`src/rtl/swm_pkg.sv`:
```
// ============================================================================
// Swerve module kinematics package
// Shared types, register indexes, fixed-point constants and the arctangent
// table used by the kinematics pipeline.
// ============================================================================
package swm_pkg;

    localparam int NUM_MODULES  = 4;
    localparam int CORDIC_STEPS = 17;
    localparam int DIV_BITS     = 20;
    localparam int CMDQ_DEPTH   = 2;
    localparam int OFIFO_DEPTH  = 4;

    localparam logic [2:0] REG_HALF_WHEEL_BASE  = 3'd0;
    localparam logic [2:0] REG_HALF_TRACK_WIDTH = 3'd1;
    localparam logic [2:0] REG_ROTATION_GAIN    = 3'd2;
    localparam logic [2:0] REG_WHEEL_RADIUS     = 3'd3;
    localparam logic [2:0] REG_SPEED_THRESHOLD  = 3'd4;

    localparam logic [15:0] RST_HALF_WHEEL_BASE  = 16'd13107;
    localparam logic [15:0] RST_HALF_TRACK_WIDTH = 16'd13107;
    localparam logic [15:0] RST_ROTATION_GAIN    = 16'd4096;
    localparam logic [15:0] RST_WHEEL_RADIUS     = 16'd4981;
    localparam logic [11:0] RST_SPEED_THRESHOLD  = 12'd4;

    // 1/K of the CORDIC in Q0.16, and pi/2 in Q.16 radians.
    localparam logic [15:0]        INV_GAIN_Q16 = 16'd39797;
    localparam logic signed [19:0] HALF_PI_Q16  = 20'sd102944;
    localparam logic [19:0]        SPEED_MAX    = 20'hFFFFF;

    // One chassis command as it waits in the command queue.
    typedef struct packed {
        logic signed [15:0]       vel_x;
        logic signed [15:0]       vel_y;
        logic signed [31:0]       yaw_gain;
        logic [3:0][15:0]         angle_now;
    } t_cmd;

    // Side information that travels with one module through the pipeline.
    typedef struct packed {
        logic [1:0]  module_index;
        logic        last_module;
        logic [15:0] angle_now;
    } t_tag;

    // Per-module result fields that are settled before the divider.
    typedef struct packed {
        logic [1:0]  module_index;
        logic        last_module;
        logic [15:0] target_angle;
        logic        angle_held;
    } t_res;

    function automatic logic [15:0] f_atan(input int step);
        logic [15:0] v;
        case (step)
            0:       v = 16'd51472;
            1:       v = 16'd30386;
            2:       v = 16'd16055;
            3:       v = 16'd8150;
            4:       v = 16'd4091;
            5:       v = 16'd2047;
            6:       v = 16'd1024;
            7:       v = 16'd512;
            8:       v = 16'd256;
            9:       v = 16'd128;
            10:      v = 16'd64;
            11:      v = 16'd32;
            12:      v = 16'd16;
            13:      v = 16'd8;
            14:      v = 16'd4;
            15:      v = 16'd2;
            default: v = 16'd1;
        endcase
        return v;
    endfunction

endpackage

```
`src/rtl/swm_front.sv`:
```
// ============================================================================
// Swerve kinematics command front end
// Accepts chassis commands, drops them when the wheel radius is zero, forms
// the scaled yaw rate and keeps the commands in a short queue.
// ============================================================================
module swm_front (
    input  logic               i_clk,
    input  logic               i_rst_n,
    input  logic               push,
    output logic               full,
    input  logic signed [15:0] i_vel_x,
    input  logic signed [15:0] i_vel_y,
    input  logic signed [15:0] i_yaw_rate,
    input  logic signed [15:0] i_angle_now_fl,
    input  logic signed [15:0] i_angle_now_bl,
    input  logic signed [15:0] i_angle_now_br,
    input  logic signed [15:0] i_angle_now_fr,
    input  logic [15:0]        i_rotation_gain,
    input  logic [15:0]        i_wheel_radius,
    output swm_pkg::t_cmd      o_head,
    output logic               o_empty,
    input  logic               i_pop
);
    import swm_pkg::*;

    localparam int AW = $clog2(CMDQ_DEPTH);

    t_cmd            r_mem [CMDQ_DEPTH];
    logic [AW-1:0]   r_wr_ptr, r_rd_ptr;
    logic [AW:0]     r_count;
    logic            accept, store, take;
    t_cmd            w_cmd;
    logic signed [32:0] w_wg;

    assign full    = (r_count == (AW+1)'(CMDQ_DEPTH));
    assign o_empty = (r_count == '0);
    assign accept  = push && !full;
    // A zero wheel radius yields no results, so such a command is discarded.
    assign store   = accept && (i_wheel_radius != '0);
    assign take    = i_pop && !o_empty;

    assign w_wg = i_yaw_rate * $signed({1'b0, i_rotation_gain});

    always_comb begin
        w_cmd.vel_x        = i_vel_x;
        w_cmd.vel_y        = i_vel_y;
        w_cmd.yaw_gain     = w_wg[31:0];
        w_cmd.angle_now[0] = i_angle_now_fl;
        w_cmd.angle_now[1] = i_angle_now_bl;
        w_cmd.angle_now[2] = i_angle_now_br;
        w_cmd.angle_now[3] = i_angle_now_fr;
    end

    always_ff @(posedge i_clk) begin
        if (store) begin
            r_mem[r_wr_ptr] <= w_cmd;
        end
    end

    always_ff @(posedge i_clk) begin
        if (!i_rst_n) begin
            r_wr_ptr <= '0;
            r_rd_ptr <= '0;
            r_count  <= '0;
        end else begin
            if (store) r_wr_ptr <= r_wr_ptr + 1'b1;
            if (take)  r_rd_ptr <= r_rd_ptr + 1'b1;
            r_count <= r_count + (AW+1)'(store) - (AW+1)'(take);
        end
    end

    assign o_head = r_mem[r_rd_ptr];

endmodule

```
`config.mk`:
```
export PLATFORM = sky130hd
export DESIGN_NAME = swm_front
export DESIGN_NICKNAME = d
export VERILOG_FILES = /design/src/rtl/swm_pkg.sv /design/src/rtl/swm_front.sv
export SDC_FILE = /design/constraint.sdc
export NUM_CORES = 1
export LEC_CHECK = 0
export BUFFER_PORTS_ARGS = -buffer_cell sky130_fd_sc_hd__buf_2
export CAP_MARGIN = 20
export CORE_ASPECT_RATIO = 0.5
export CORE_MARGIN = 2
export CORE_UTILIZATION = 61
export DETAILED_ROUTE_END_ITERATION = 8
export GPL_TIMING_DRIVEN = 0
export HOLD_SLACK_MARGIN = 0.06
export PLACE_DENSITY = 0.85
export SYNTH_ARGS = -nofsm -noshare
export SYNTH_HDL_FRONTEND = slang
export SYNTH_SLANG_ARGS = --single-unit
export TNS_END_PERCENT = 30
```
`constraint.sdc`:
```
create_clock -name i_clk -period 25.7 [get_ports i_clk]
set_clock_uncertainty 0.15 [all_clocks]
set_input_delay 6.425 -clock i_clk [delete_from_list [all_inputs] [get_ports i_clk]]
set_output_delay 6.425 -clock i_clk [all_outputs]
set_load 0.02 [all_outputs]
```
Yosys cells after proc, flatten, opt, wreduce, memory -nomap -nowiden
Memories as Yosys holds them, arrays and structs flattened. A register that Yosys moved wholly into a read port is not among the register bits.
Index checks and enable logic that the tools add are counted.
Widths: inputs -> output; s select.
- order comparisons: 0
- multiplexer cells: 4
- shift operators: 0
- divide/modulo/power cells: 0
- $add $sub $neg: 4
- bitwise gates (word level): 0
- equal/unequal tests: 1
- multipliers: 1
- reduce and logical (&&, ||, !) cells: 7
- operator list (kind ; number):
    $mul 16x17->32 ; 1
    $reduce_bool 16->1 ; 1
    $mux 1 ; 4
    $logic_and 1x1->1 ; 3
    $add 1x1->1 const B ; 2
    $add 2x1->2 ; 1
    $eq 2x2->1 const B ; 1
    $logic_not 1->1 ; 2
    $logic_not 2->1 ; 1
    $sub 2x1->2 ; 1
- latch bits: 0
- memories kept: 1
- output and inout bits: 130
- memory bits (read-only): 0
- word-level logic and storage cells: 21
- memory bits (writable): 256
- bits in registers: 4
- memories (memory ; depth ; bits a word ; rd ports ; clocked after Yosys merged registers in ; wr ports ; RTL line ; text):
    r_mem ; 2 ; 128 ; 1 ; 1 ; 1 ; swm_front.sv:28 ; t_cmd r_mem [CMDQ_DEPTH];

Logic depth before layout (Yosys ltp)
- word-level depth: 6
- depth in mapped cells: 23
- depth with buffers taken out: 21

Worst setup path before layout
OpenSTA, ideal clock, no wires.
- path kind: input-to-reg
- from: in i_wheel_radius[0]
- to: mem r_mem[0][0] in the netlist's numbering (enable)
- stages: 4
- path slack: 12.897 ns
- library setup time: 0.619 ns
- path buffers: 0
- data arrival time: 12.035 ns
- cell sequence: nor4_1 > nand4_1 > nand3b_1 > nor2_1
- cells in the longest elaborated chain, start to end: 4
- ends and longest elaborated chain (element ; RTL line ; text):
    start, declared ; swm_front.sv:19 ; input logic [15:0] i_wheel_radius,
    $reduce_bool 16->1 ; swm_front.sv:39 ; assign store = accept && (i_wheel_radius != '0);
    $logic_and 1x1->1 ; swm_front.sv:39 ;
    $mux 1 ; swm_front.sv:55 ; if (store) begin
    $mux 1 (implied by the code) ; swm_front.sv:56 ; r_mem[r_wr_ptr] <= w_cmd;
    end, declared ; swm_front.sv:28 ;
No other way between the ends.

Worst setup path after layout
- from: in i_rotation_gain[8]
- to: mem r_mem[0][93] in the netlist's numbering, data pin
- cells in the longest elaborated chain, start to end: 1
- ends and longest elaborated chain (element ; RTL line ; text):
    start, declared ; swm_front.sv:18 ; input logic [15:0] i_rotation_gain,
    $mul 16x17->32 ; swm_front.sv:42 ; assign w_wg = i_yaw_rate * $signed({1'b0, i_rotation_gain});
    named net w_wg[29] ; swm_front.sv:33 ; logic signed [32:0] w_wg;
The timed path passes the listed nets, and every way through them passes these cells.

==> metrics.txt <==
dpl ws 12.81 ns; crit-path leading delay family adder cells; GP Congestion 1.008; launch point of the worst reg-to-reg path r_count[1]; core area 0.02912 sq mm; Nets 2,200; Primary FF master, synth edfxtp_1; Final Setup Violations 0; Antenna Nets Post-Route 0; CP endpoint kind flip-flop; P_leak 9.322 nW; GRT Total Usage 0.2670; Startpoint Class input pin; slew at the pin closest to its max-slew limit 0.6902 ns; via count 11,600; Syn-to-layout area delta 15.96%; WL per Instance 19.29 microns; DR DRC count 0; initial DRC count 655; CTS tree built; Buf/Inv on CP 5; Met1 Wirelength 16,650 microns; setup tns final 0 ns; I/O pins 278; RSZ-0062 raised after global routing no; Worst Path Required 25.79 ns; placed cell area 0.02018 sq mm; share of layout cells above drive strength 1 0.2625; Worst Path Arrival 12.50 ns; #FFs+latches synth 261; crit path cell chain buf_2 -> clkbuf_1 -> nand2_1 -> fa_1 -> fa_1 -> fa_1 -> fa_1 -> inv_1 -> fa_1 -> inv_1 -> fa_1 -> inv_1 -> ha_1 -> and3_2 -> nand2_1 -> a21oi_2 -> a211oi_2 -> nor3_2 -> a31oi_2 -> nor3_1 -> a311o_1; Synth area leader edfxtp_1; Hold WC Path Type flip-flop to flip-flop; post-synthesis cell type count 49; Final Cycle Share 0.4826; top-count cell post-synth edfxtp_1; Fmax 80.62 MHz; largest net degree at the start of global routing 35; hold_ws 0.3923 ns; uppermost layer routed met4; Mapped Area 0.01813 sq mm; Register-to-Register Path Depth 5; vias in the first global route 12,050; Slew Limit Headroom 0.5399; Max Buffers Root-to-Sink 3; Synth top cells by count edfxtp_1, inv_1, fa_1; max incr delay on CP 0.57 ns; reg2reg end r_mem[1][58]; TritonCTS Buffers 26; min setup slack post-route 13.30 ns; cts hold-fix bufs 0; number of synthesized flops with an enable pin 256; Total Power 0.002986 W; row count 44; post-DR vias/cell 5.395; internal reg-to-reg setup slack 23.52 ns; outcome completed; Syn Area/Cell 12.71 sq um; Skew-Pair Late Insertion Delay 0.50 ns; Max H-tree Level 1; hold_sp r_rd_ptr; Slowest cell on crit path fa_1; die area 0.03120 sq mm; cell count after synthesis 1,426; endpoints failing hold 0; post-DP HPWL 32,790 microns; Worst path most repeated cell fa_1; MaxCap Viol Count 0; initial antenna violation count 2; crit path time final 12.40 ns; Die Wd 247.8 microns; die height 125.9 microns; Met2 Wirelength 20,140 microns; CP max FO 10; fin area 0.02102 sq mm; post_cts resized 0; met3 wire len 3524 microns; drt total wl 41,480 microns; clk sink count 261; max-slew violation count 0; Post-CTS Setup Bufs 0; synth warn 0; CTS Root Buffer Type clkbuf_16; Clock transition at path regs 0.06 ns; Buffers on Ports 277; peak supply drop 0.1226 mV; Yosys top cell area share 0.4241; first-pass GRT wire length 64,030 microns; Pwr Density 142.1 mW/mm^2; Net Count, Synth 1,887; largest cells by area after synthesis edfxtp_1, fa_1, ha_1; total grt overflow 0; register area share after synthesis 0.4296; WHS Path Cells 2; Initial Utilization 0.6224; Pre-antenna DRT Iters 5; async set-reset flop share out of synthesis 0; critical path class input pin to flip-flop
[cell families after synthesis]
kind of cell	synth area share
simple gates	0.08904
compound gates	0.02871
mux	0.07951
xor+xnor	0.01643
flops	0.4296
buf+inv	0.06033
fa+ha+maj	0.2964
[flip-flops by register name, summed over array words and instances, names as in the netlist, named ones only]
name / count
r_wr_ptr: 1
r_mem: 256
r_count: 2
r_rd_ptr: 1
[worst max-delay path by stage]
stage,depth (start not counted),start,endpoint
floorplan,4,i_wheel_radius[0],r_mem[0][0]
global placement,5,i_wheel_radius[4],r_mem[0][67]
detailed placement,21,i_rotation_gain[9],r_mem[0][93]
CTS,21,i_rotation_gain[9],r_mem[0][93]
global route,21,i_rotation_gain[9],r_mem[0][93]
finish,21,i_rotation_gain[8],r_mem[0][93]
[report_power, final]
| group | switching (W) | internal [W] | total [W] | leakage (nW) |
|---|---|---|---|---|
| Combinational | 0.00113 | 0.000750 | 0.00188 | 6.48 |
| Clock | 0.000147 | 0.000221 | 0.000368 | 0.406 |
| Sequential | 0.0000216 | 0.000716 | 0.000737 | 2.43 |
[area by class of cell]
class,instances,area (sq um)
inverters,243,912.1
flip-flops and latches,261,7787
diodes,3,7.507
clock inverters,14,145.1
plain buffers,48,181.4
repair buffers,285,1546
multi-input cells,874,9261
well taps,391,489.2
fillers,1902,8102
clock buffers,31,690.7
[cell usage in the layout, fill, tap and decap left out, drive strengths merged, types with 3 or more instances in the layout]
master	count
a211oi	4
a21o	14
a21oi	22
a31oi	7
and2	122
and3	4
buf	287
bufinv	3
clkbuf	77
clkinv	10
dfxtp	5
diode	3
edfxtp	256
fa	194
ha	119
inv	244
mux2	128
nand2	139
nand2b	7
nand3	6
nand4	4
nor2	24
nor2b	5
nor3	5
nor4	4
o21a	4
o21ai	11
xnor2	24
xor2	10
[metal layers]
layer | vias up | global-route usage
li1 | 5309 | -
met1 | 5758 | 0.3451
met2 | 461 | 0.4532
met3 | 71 | 0.06032
met4 | 0 | 0.08207
met5 | - | 0
[metrics by stage]
stage                     utilization  cells
after global routing           0.7217   2149
after global placement         0.6868   2094
after floorplan                     -   1426
after detailed placement       0.6929   2102
final                          0.7218   2150
after CTS                      0.7216   2147
[tightest hold or removal path: cells and delay by family (launching register included)]
kind	cells	cell delay, ns
xor+xnor	1	0.09
simple gates	1	0.09
flops	1	0.33
No activity file was read; power rests on OpenSTA's default activity.
