## src/rtl/swm_pkg.sv

```systemverilog
// ============================================================================
// Swerve module kinematics package
// Shared types, register indexes, fixed-point constants and the arctangent
// table used by the kinematics pipeline.
// ============================================================================
package swm_pkg;

    localparam int NUM_MODULES  = 4;
    localparam int CORDIC_STEPS = 17;
    localparam int DIV_BITS     = 20;
    localparam int CMDQ_DEPTH   = 2;
    localparam int OFIFO_DEPTH  = 4;

    localparam logic [2:0] REG_HALF_WHEEL_BASE  = 3'd0;
    localparam logic [2:0] REG_HALF_TRACK_WIDTH = 3'd1;
    localparam logic [2:0] REG_ROTATION_GAIN    = 3'd2;
    localparam logic [2:0] REG_WHEEL_RADIUS     = 3'd3;
    localparam logic [2:0] REG_SPEED_THRESHOLD  = 3'd4;

    localparam logic [15:0] RST_HALF_WHEEL_BASE  = 16'd13107;
    localparam logic [15:0] RST_HALF_TRACK_WIDTH = 16'd13107;
    localparam logic [15:0] RST_ROTATION_GAIN    = 16'd4096;
    localparam logic [15:0] RST_WHEEL_RADIUS     = 16'd4981;
    localparam logic [11:0] RST_SPEED_THRESHOLD  = 12'd4;

    // 1/K of the CORDIC in Q0.16, and pi/2 in Q.16 radians.
    localparam logic [15:0]        INV_GAIN_Q16 = 16'd39797;
    localparam logic signed [19:0] HALF_PI_Q16  = 20'sd102944;
    localparam logic [19:0]        SPEED_MAX    = 20'hFFFFF;

    // One chassis command as it waits in the command queue.
    typedef struct packed {
        logic signed [15:0]       vel_x;
        logic signed [15:0]       vel_y;
        logic signed [31:0]       yaw_gain;
        logic [3:0][15:0]         angle_now;
    } t_cmd;

    // Side information that travels with one module through the pipeline.
    typedef struct packed {
        logic [1:0]  module_index;
        logic        last_module;
        logic [15:0] angle_now;
    } t_tag;

    // Per-module result fields that are settled before the divider.
    typedef struct packed {
        logic [1:0]  module_index;
        logic        last_module;
        logic [15:0] target_angle;
        logic        angle_held;
    } t_res;

    function automatic logic [15:0] f_atan(input int step);
        logic [15:0] v;
        case (step)
            0:       v = 16'd51472;
            1:       v = 16'd30386;
            2:       v = 16'd16055;
            3:       v = 16'd8150;
            4:       v = 16'd4091;
            5:       v = 16'd2047;
            6:       v = 16'd1024;
            7:       v = 16'd512;
            8:       v = 16'd256;
            9:       v = 16'd128;
            10:      v = 16'd64;
            11:      v = 16'd32;
            12:      v = 16'd16;
            13:      v = 16'd8;
            14:      v = 16'd4;
            15:      v = 16'd2;
            default: v = 16'd1;
        endcase
        return v;
    endfunction

endpackage

```

## src/rtl/swm_div.sv

```systemverilog
// ============================================================================
// Swerve kinematics speed divider
// Pipelined restoring divider, one quotient bit per stage, saturating the
// quotient at its 20-bit maximum.
// ============================================================================
module swm_div (
    input  logic          i_clk,
    input  logic          i_rst_n,
    input  logic          i_en,
    input  logic          i_vld,
    input  logic [35:0]   i_num,
    input  logic [15:0]   i_den,
    input  swm_pkg::t_res i_res,
    output logic          o_vld,
    output logic [19:0]   o_quot,
    output swm_pkg::t_res o_res
);
    import swm_pkg::*;

    logic          r_vld [DIV_BITS+1];
    logic [35:0]   r_rem [DIV_BITS+1];
    logic [19:0]   r_q   [DIV_BITS+1];
    logic          r_sat [DIV_BITS+1];
    t_res          r_res [DIV_BITS+1];

    // The quotient overflows exactly when the numerator reaches den * 2^20.
    always_ff @(posedge i_clk) begin
        if (!i_rst_n) begin
            r_vld[0] <= 1'b0;
        end else if (i_en) begin
            r_vld[0] <= i_vld;
        end
    end

    always_ff @(posedge i_clk) begin
        if (i_en) begin
            r_rem[0] <= i_num;
            r_q[0]   <= '0;
            r_sat[0] <= (i_num >= {i_den, 20'b0});
            r_res[0] <= i_res;
        end
    end

    for (genvar g = 0; g < DIV_BITS; g++) begin : g_bit
        localparam int B = DIV_BITS - 1 - g;
        logic [35:0] d;
        assign d = {20'b0, i_den} << B;

        always_ff @(posedge i_clk) begin
            if (!i_rst_n) begin
                r_vld[g+1] <= 1'b0;
            end else if (i_en) begin
                r_vld[g+1] <= r_vld[g];
            end
        end

        always_ff @(posedge i_clk) begin
            if (i_en) begin
                r_sat[g+1] <= r_sat[g];
                r_res[g+1] <= r_res[g];
                if (!r_sat[g] && (r_rem[g] >= d)) begin
                    r_rem[g+1] <= r_rem[g] - d;
                    r_q[g+1]   <= r_q[g] | (20'd1 << B);
                end else begin
                    r_rem[g+1] <= r_rem[g];
                    r_q[g+1]   <= r_q[g];
                end
            end
        end
    end

    assign o_vld  = r_vld[DIV_BITS];
    assign o_quot = r_sat[DIV_BITS] ? SPEED_MAX : r_q[DIV_BITS];
    assign o_res  = r_res[DIV_BITS];

endmodule
```

## config.mk

```make
export PLATFORM = sky130hd
export DESIGN_NAME = swm_div
export DESIGN_NICKNAME = d
export VERILOG_FILES = /design/src/rtl/swm_pkg.sv /design/src/rtl/swm_div.sv
export SDC_FILE = /design/constraint.sdc
export NUM_CORES = 2
export LEC_CHECK = 0
export BUFFER_PORTS_ARGS = -buffer_cell sky130_fd_sc_hd__buf_2
export CORE_MARGIN = 2
export CORE_UTILIZATION = 59
export CTS_BUF_LIST = sky130_fd_sc_hd__clkbuf_8
export CTS_CLUSTER_SIZE = 28
export DETAILED_ROUTE_END_ITERATION = 8
export GPL_TIMING_DRIVEN = 0
export PLACE_DENSITY = 0.75
export SLEW_MARGIN = 5
export SYNTH_ARGS = -nofsm -noshare
export SYNTH_HDL_FRONTEND = slang
export SYNTH_SLANG_ARGS = --single-unit
```

## constraint.sdc

```tcl
create_clock -name i_clk -period 3.75 [get_ports i_clk]
set_clock_uncertainty 0.05 [all_clocks]
set_input_delay 0.5625 -clock i_clk [delete_from_list [all_inputs] [get_ports i_clk]]
set_output_delay 0.5625 -clock i_clk [all_outputs]
set_load 0.02 [all_outputs]
```

# Yosys cells after proc, flatten, opt, wreduce, memory -nomap -nowiden
# Memory sizes are Yosys's and may differ from the RTL's.
# Cells that the tools add are included.
[word_totals]
reg_bits = 0
ramBits = 1638
inputBits = 76
output_inout_bits = 41
wordCells = 334
mem_count = 5
[op_classes]
add_sub_neg = 20
n_lt_le_gt_ge = 21
n_mux = 187
bitwise = 61
reduce_logical = 40
[mem_list]
columns = ["memory", "depth", "word_bits", "read_ports", "rd_clocked_by_memory_dff", "write_ports", "line", "rtl"]
rows = [
  ["r_rem", 21, 36, 20, 0, 21, "swm_div.sv:21", "logic [35:0] r_rem [DIV_BITS+1];"],
  ["r_q", 21, 20, 21, 0, 21, "swm_div.sv:22", "logic [19:0] r_q [DIV_BITS+1];"],
  ["r_res", 21, 20, 21, 0, 21, "swm_div.sv:24", "t_res r_res [DIV_BITS+1];"],
  ["r_sat", 21, 1, 21, 0, 21, "swm_div.sv:23", "logic r_sat [DIV_BITS+1];"],
  ["r_vld", 21, 1, 21, 0, 21, "swm_div.sv:20", "logic r_vld [DIV_BITS+1];"],
]
[op_table]
columns = ["cell", "n"]
rows = [
  ["$mux 36", 20],
  ["$mux 20", 21],
  ["$mux 1", 146],
  ["$or 1x1->1", 61],
  ["$ge 36x16->1", 1],
  ["$ge 36x17->1", 1],
  ["$ge 36x18->1", 1],
  ["$ge 36x19->1", 1],
  ["$ge 36x20->1", 1],
  ["$ge 36x21->1", 1],
  ["$ge 36x22->1", 1],
  ["$ge 36x23->1", 1],
  ["$ge 36x24->1", 1],
  ["$ge 36x25->1", 1],
  ["$ge 36x26->1", 1],
  ["$ge 36x27->1", 1],
  ["$ge 36x28->1", 1],
  ["$ge 36x29->1", 1],
  ["$ge 36x30->1", 1],
  ["$ge 36x31->1", 1],
  ["$ge 36x32->1", 1],
  ["$ge 36x33->1", 1],
  ["$ge 36x34->1", 1],
  ["$ge 36x35->1", 1],
  ["other kinds (23)", 61],
]

# Longest topological paths before layout
# An unclocked memory read counts as a cell.
[depth]
depth_word = 7
mapped_depth = 14
ltp_nobuf = 13

# Least setup slack after synthesis
# No wires, ideal clock.
[synth_path]
kind = "input to register"
startpoint = "input i_den[4]"
endpoint = "memory r_rem[9][29] (data pin)"
setup_ns = 0.258
arrival_ns = 3.691
required_time_ns = 3.442
setup_slack_ns = -0.249
path_stages = 11
path_buffers = 0
path_cell_list = "inv_1 > ha_1 > a21oi_1 > nor3b_1 > a21oi_1 > a21o_1 > or4_1 > a31o_2 > a2111oi_1 > nand2_1 > xnor2_1"
[synth_lines]
columns = ["item", "line", "rtl"]
rows = [
  ["from (decl)", "swm_div.sv:12", "input logic [15:0] i_den,"],
  ["to (decl)", "swm_div.sv:21", ""],
]

==> flow_summary.yaml <==
worst_hold_path:
  hold_path.class: "in2reg"
  min_path_cells: 1
run:
  maxCapViolations: 0
logic_synthesis:
  postSynthAreaPerCell_um2: 13.5
  synth_flop_cell: "edfxtp_1"
  yosysWarnings: 0
  synth_edf_count: 1391
  seq_area_frac_synth: 0.647
  ys_types: 83
  synth_cells: 4789
  synth_nets: 5220
  async_flop_share: 0
  ys_ff_latch: 1392
  syn_area_um2: 64600
timing:
  tightest_slew_ns: 1.17
  setup_viol: 0
  maxSlewViolCount: 0
  fin_crit_sh: 0.993
  min_period_ns: 3.72
  timing.hold.ws_ns: 0.108
  hold_viol: 0
  slew_headroom: 0.220
  fmax_mhz: 269
power:
  internal_power_mw: 30.3
  switching_power_mw: 13.1
  p_comb_frac: 0.234
  power_leakage_nw: 27.1
  p_sw_frac: 0.301
  p_per_area_nw_per_um2: 594
  p_seq_frac: 0.485
  clkPwrFrac: 0.280
  ir_drop_mv: 0.385
placed_design:
  post-dp-hpwl_um: 96700
  place_inst: 6349
  gp_congestion: 0.923
  port_buffers: 116
global_route:
  grt_pass1_vias: 39400
  grt_max_degree: 137
  grt_use_total: 0.248
  antenna_found_initial: 6
  grt.overflow.total: 0
  grt_pass1_wl_um: 216000
drt:
  ant_nets: 0
  drtPass1Iterations: 5
  post-route-drc-count: 0
  wl_per_cell_um: 20.6
  wl_um: 141000
  via_count: 40100
  drt-initial-drc-count: 3302
  vias_per_cell: 5.87
layout:
  drive_gt1_frac: 0.131
  final_core_util: 0.672
  layoutNonFillerInstCount: 6834
  n_fill_cell: 7619
  multiInputGateArea_um2: 22200
  syn_to_final_growth_pct: 13.1
  ff_latch_area_um2: 41800
  fin_nets: 5670
critical_path:
  path_class: "reg2reg"
  arrival_ns: 4.32
  path_depth: 10
  worstPathRequired_ns: 4.34
  worstRegToRegCells: 10
  start_kind: "register"
  worstPathMaxFanout: 6
  cpLargestDelayFamily: "simple AND/OR/NAND/NOR gates"
  slowest_stage: "or4_4"
  crit_chain: "or4_4, or4_4, or4_1, a211o_1, or2_1, o31ai_4, buf_6, buf_4, nand2b_1, xnor2_1"
  crit_top_cell: "or4_4"
  slowest_delay_ns: 0.57
  crit_buf_inv: 2
  end_kind: "register"
floorplan:
  design.die.area_um2: 112000
  fp.dieH_um: 335
  row_count: 121
  die_w_um: 335
  ios: 117
  start_util: 0.594
  core_area_um2: 109000
clocking:
  htree_num_levels: 4
  clk_pin_slew_ns: 0.06
  root_buffer: "clkbuf_8"
  cts.sinks: 1392
  clock_path_buffers: 3
  numCtsBuffers: 215
  tritoncts: "built"
  clock_latency_ns: 0.92
status:
  status: "finished clean"
per-layer routing:
layer  global-route usage  wire (µm)
met1                0.331      60700
met2                0.416      69000
met3               0.0400       7400
met4               0.0866       4020
met5                    0          0
power by group through the flow:
stage | combinational (mW) | clock [mW] | sequential (mW)
6_report | 10.2 | 12.2 | 21.0
5_1_grt | 11.3 | 13.1 | 21.2
4_1_cts | 9.92 | 12.4 | 21.0
3_5_place_dp | 9.75 | 0 | 21.3
3_3_place_gp | 9.44 | 0 | 21.4
2_1_floorplan | 7.55 | 0 | 20.8
stage by stage:
stage	TNS, ns	setup slack (ns)	instance area [µm²]	power, mW
after floorplan	0	0.00373	64600	28.4
after global placement	-	-11.12	67000	30.8
after detailed placement	-2171.03	-2.26	67700	31.1
after CTS	-10.93	-0.437	72600	43.4
after global routing	-0.181	-0.0294	73100	45.6
final	0	0.0258	73100	43.4
sequential cells by signal, indices dropped and copies added (netlist names):
name and count:
r_q 210, r_rem 720, r_res 420, r_sat 21
r_vld 21
kinds of logic after synthesis:
kind of cell,after synthesis,synth area share
muxes,75,0.0129
and+or+nand+nor,1361,0.107
adders and majority gates,355,0.0710
buffers and inverters,240,0.0141
xor gates and xnor gates,399,0.0541
DFF,1392,0.647
AOI/OAI and AO/OA,967,0.0939
synthesized netlist by cell type, types with 15 or more instances:
cell type / n / share of area
edfxtp_1: 1391 / 0.65
nand2_1: 355 / 0.021
ha_1: 336 / 0.065
o21ai_0: 300 / 0.023
nor2_1: 290 / 0.017
a21oi_1: 243 / 0.019
xor2_1: 218 / 0.030
xnor2_1: 181 / 0.025
inv_1: 135 / 0.0078
nor3_1: 121 / 0.0094
nor4_1: 102 / 0.0099
clkbuf_1: 94 / 0.0055
a21o_1: 89 / 0.010
mux2_2: 66 / 0.012
nand2b_1: 65 / 0.0063
nor2b_1: 63 / 0.0061
o21a_1: 61 / 0.0071
nand4_1: 50 / 0.0048
nand3_1: 48 / 0.0037
or3_1: 47 / 0.0046
o31ai_1: 44 / 0.0051
or2_2: 44 / 0.0043
and3_1: 39 / 0.0038
or4_1: 32 / 0.0037
a31oi_1: 25 / 0.0024
a211oi_1: 23 / 0.0027
a21boi_0: 23 / 0.0027
fa_1: 19 / 0.0059
nand4b_1: 18 / 0.0024
nand3b_1: 16 / 0.0019
and2_1: 15 / 0.0015
nor4b_1: 15 / 0.0020
final cells by class:
type / instances / share of cell area
clock buffers: 215 / 0.0405
flip-flops and latches: 1392 / 0.572
clock inverters: 179 / 0.0161
inverters: 136 / 0.00718
well taps: 1414 / 0.0242
repair inverters: 3 / 0.000308
repair buffers: 232 / 0.0288
plain buffers: 102 / 0.00644
diodes: 4 / 0.000137
multi-input cells: 3157 / 0.304
cell usage in the layout (no fill, tap or decap), types with 21 or more instances in the layout:
cell and n:
a211oi_1 21, a21o_1 89, a21oi_1 242, a31oi_1 25
and3_1 39, buf_12 23, buf_2 120, buf_4 27
clkbuf_1 47, clkbuf_2 43, clkbuf_8 215, clkinv_1 56
clkinv_2 28, dlygate4sd3_1 58, edfxtp_1 1391, ha_1 331
inv_1 185, mux2_2 66, nand2_1 354, nand2b_1 65
nand3_1 48, nand4_1 50, nor2_1 290, nor2b_1 63
nor3_1 119, nor4_1 95, o21a_1 61, o21ai_0 299
o31ai_1 40, or2_2 44, or3_1 46, or4_1 29
xnor2_1 181, xor2_1 218
path summary, 6_finish.rpt:
kind	start	endpoint	slack [ns]
min reg2reg	r_q[1][55]$_DFFE_PP_	r_q[1][75]$_DFFE_PP_	0.35
max	r_rem[15][27]$_DFFE_PP_	r_rem[16][21]$_DFFE_PP_	0.03
min	i_en	r_sat[6]$_DFFE_PP_	0.11
max reg2reg	r_rem[15][27]$_DFFE_PP_	r_rem[16][21]$_DFFE_PP_	0.03
timing repair:
action,CTS,global route
gates resized for setup,35,79
gates cloned,1,2
pin swaps,4,9
hold endpoints to repair,59,0
hold buffers,58,0
endpoints found under the setup margin,1398,350
buffers inserted,7,21
(Power assumes the default switching activity.)
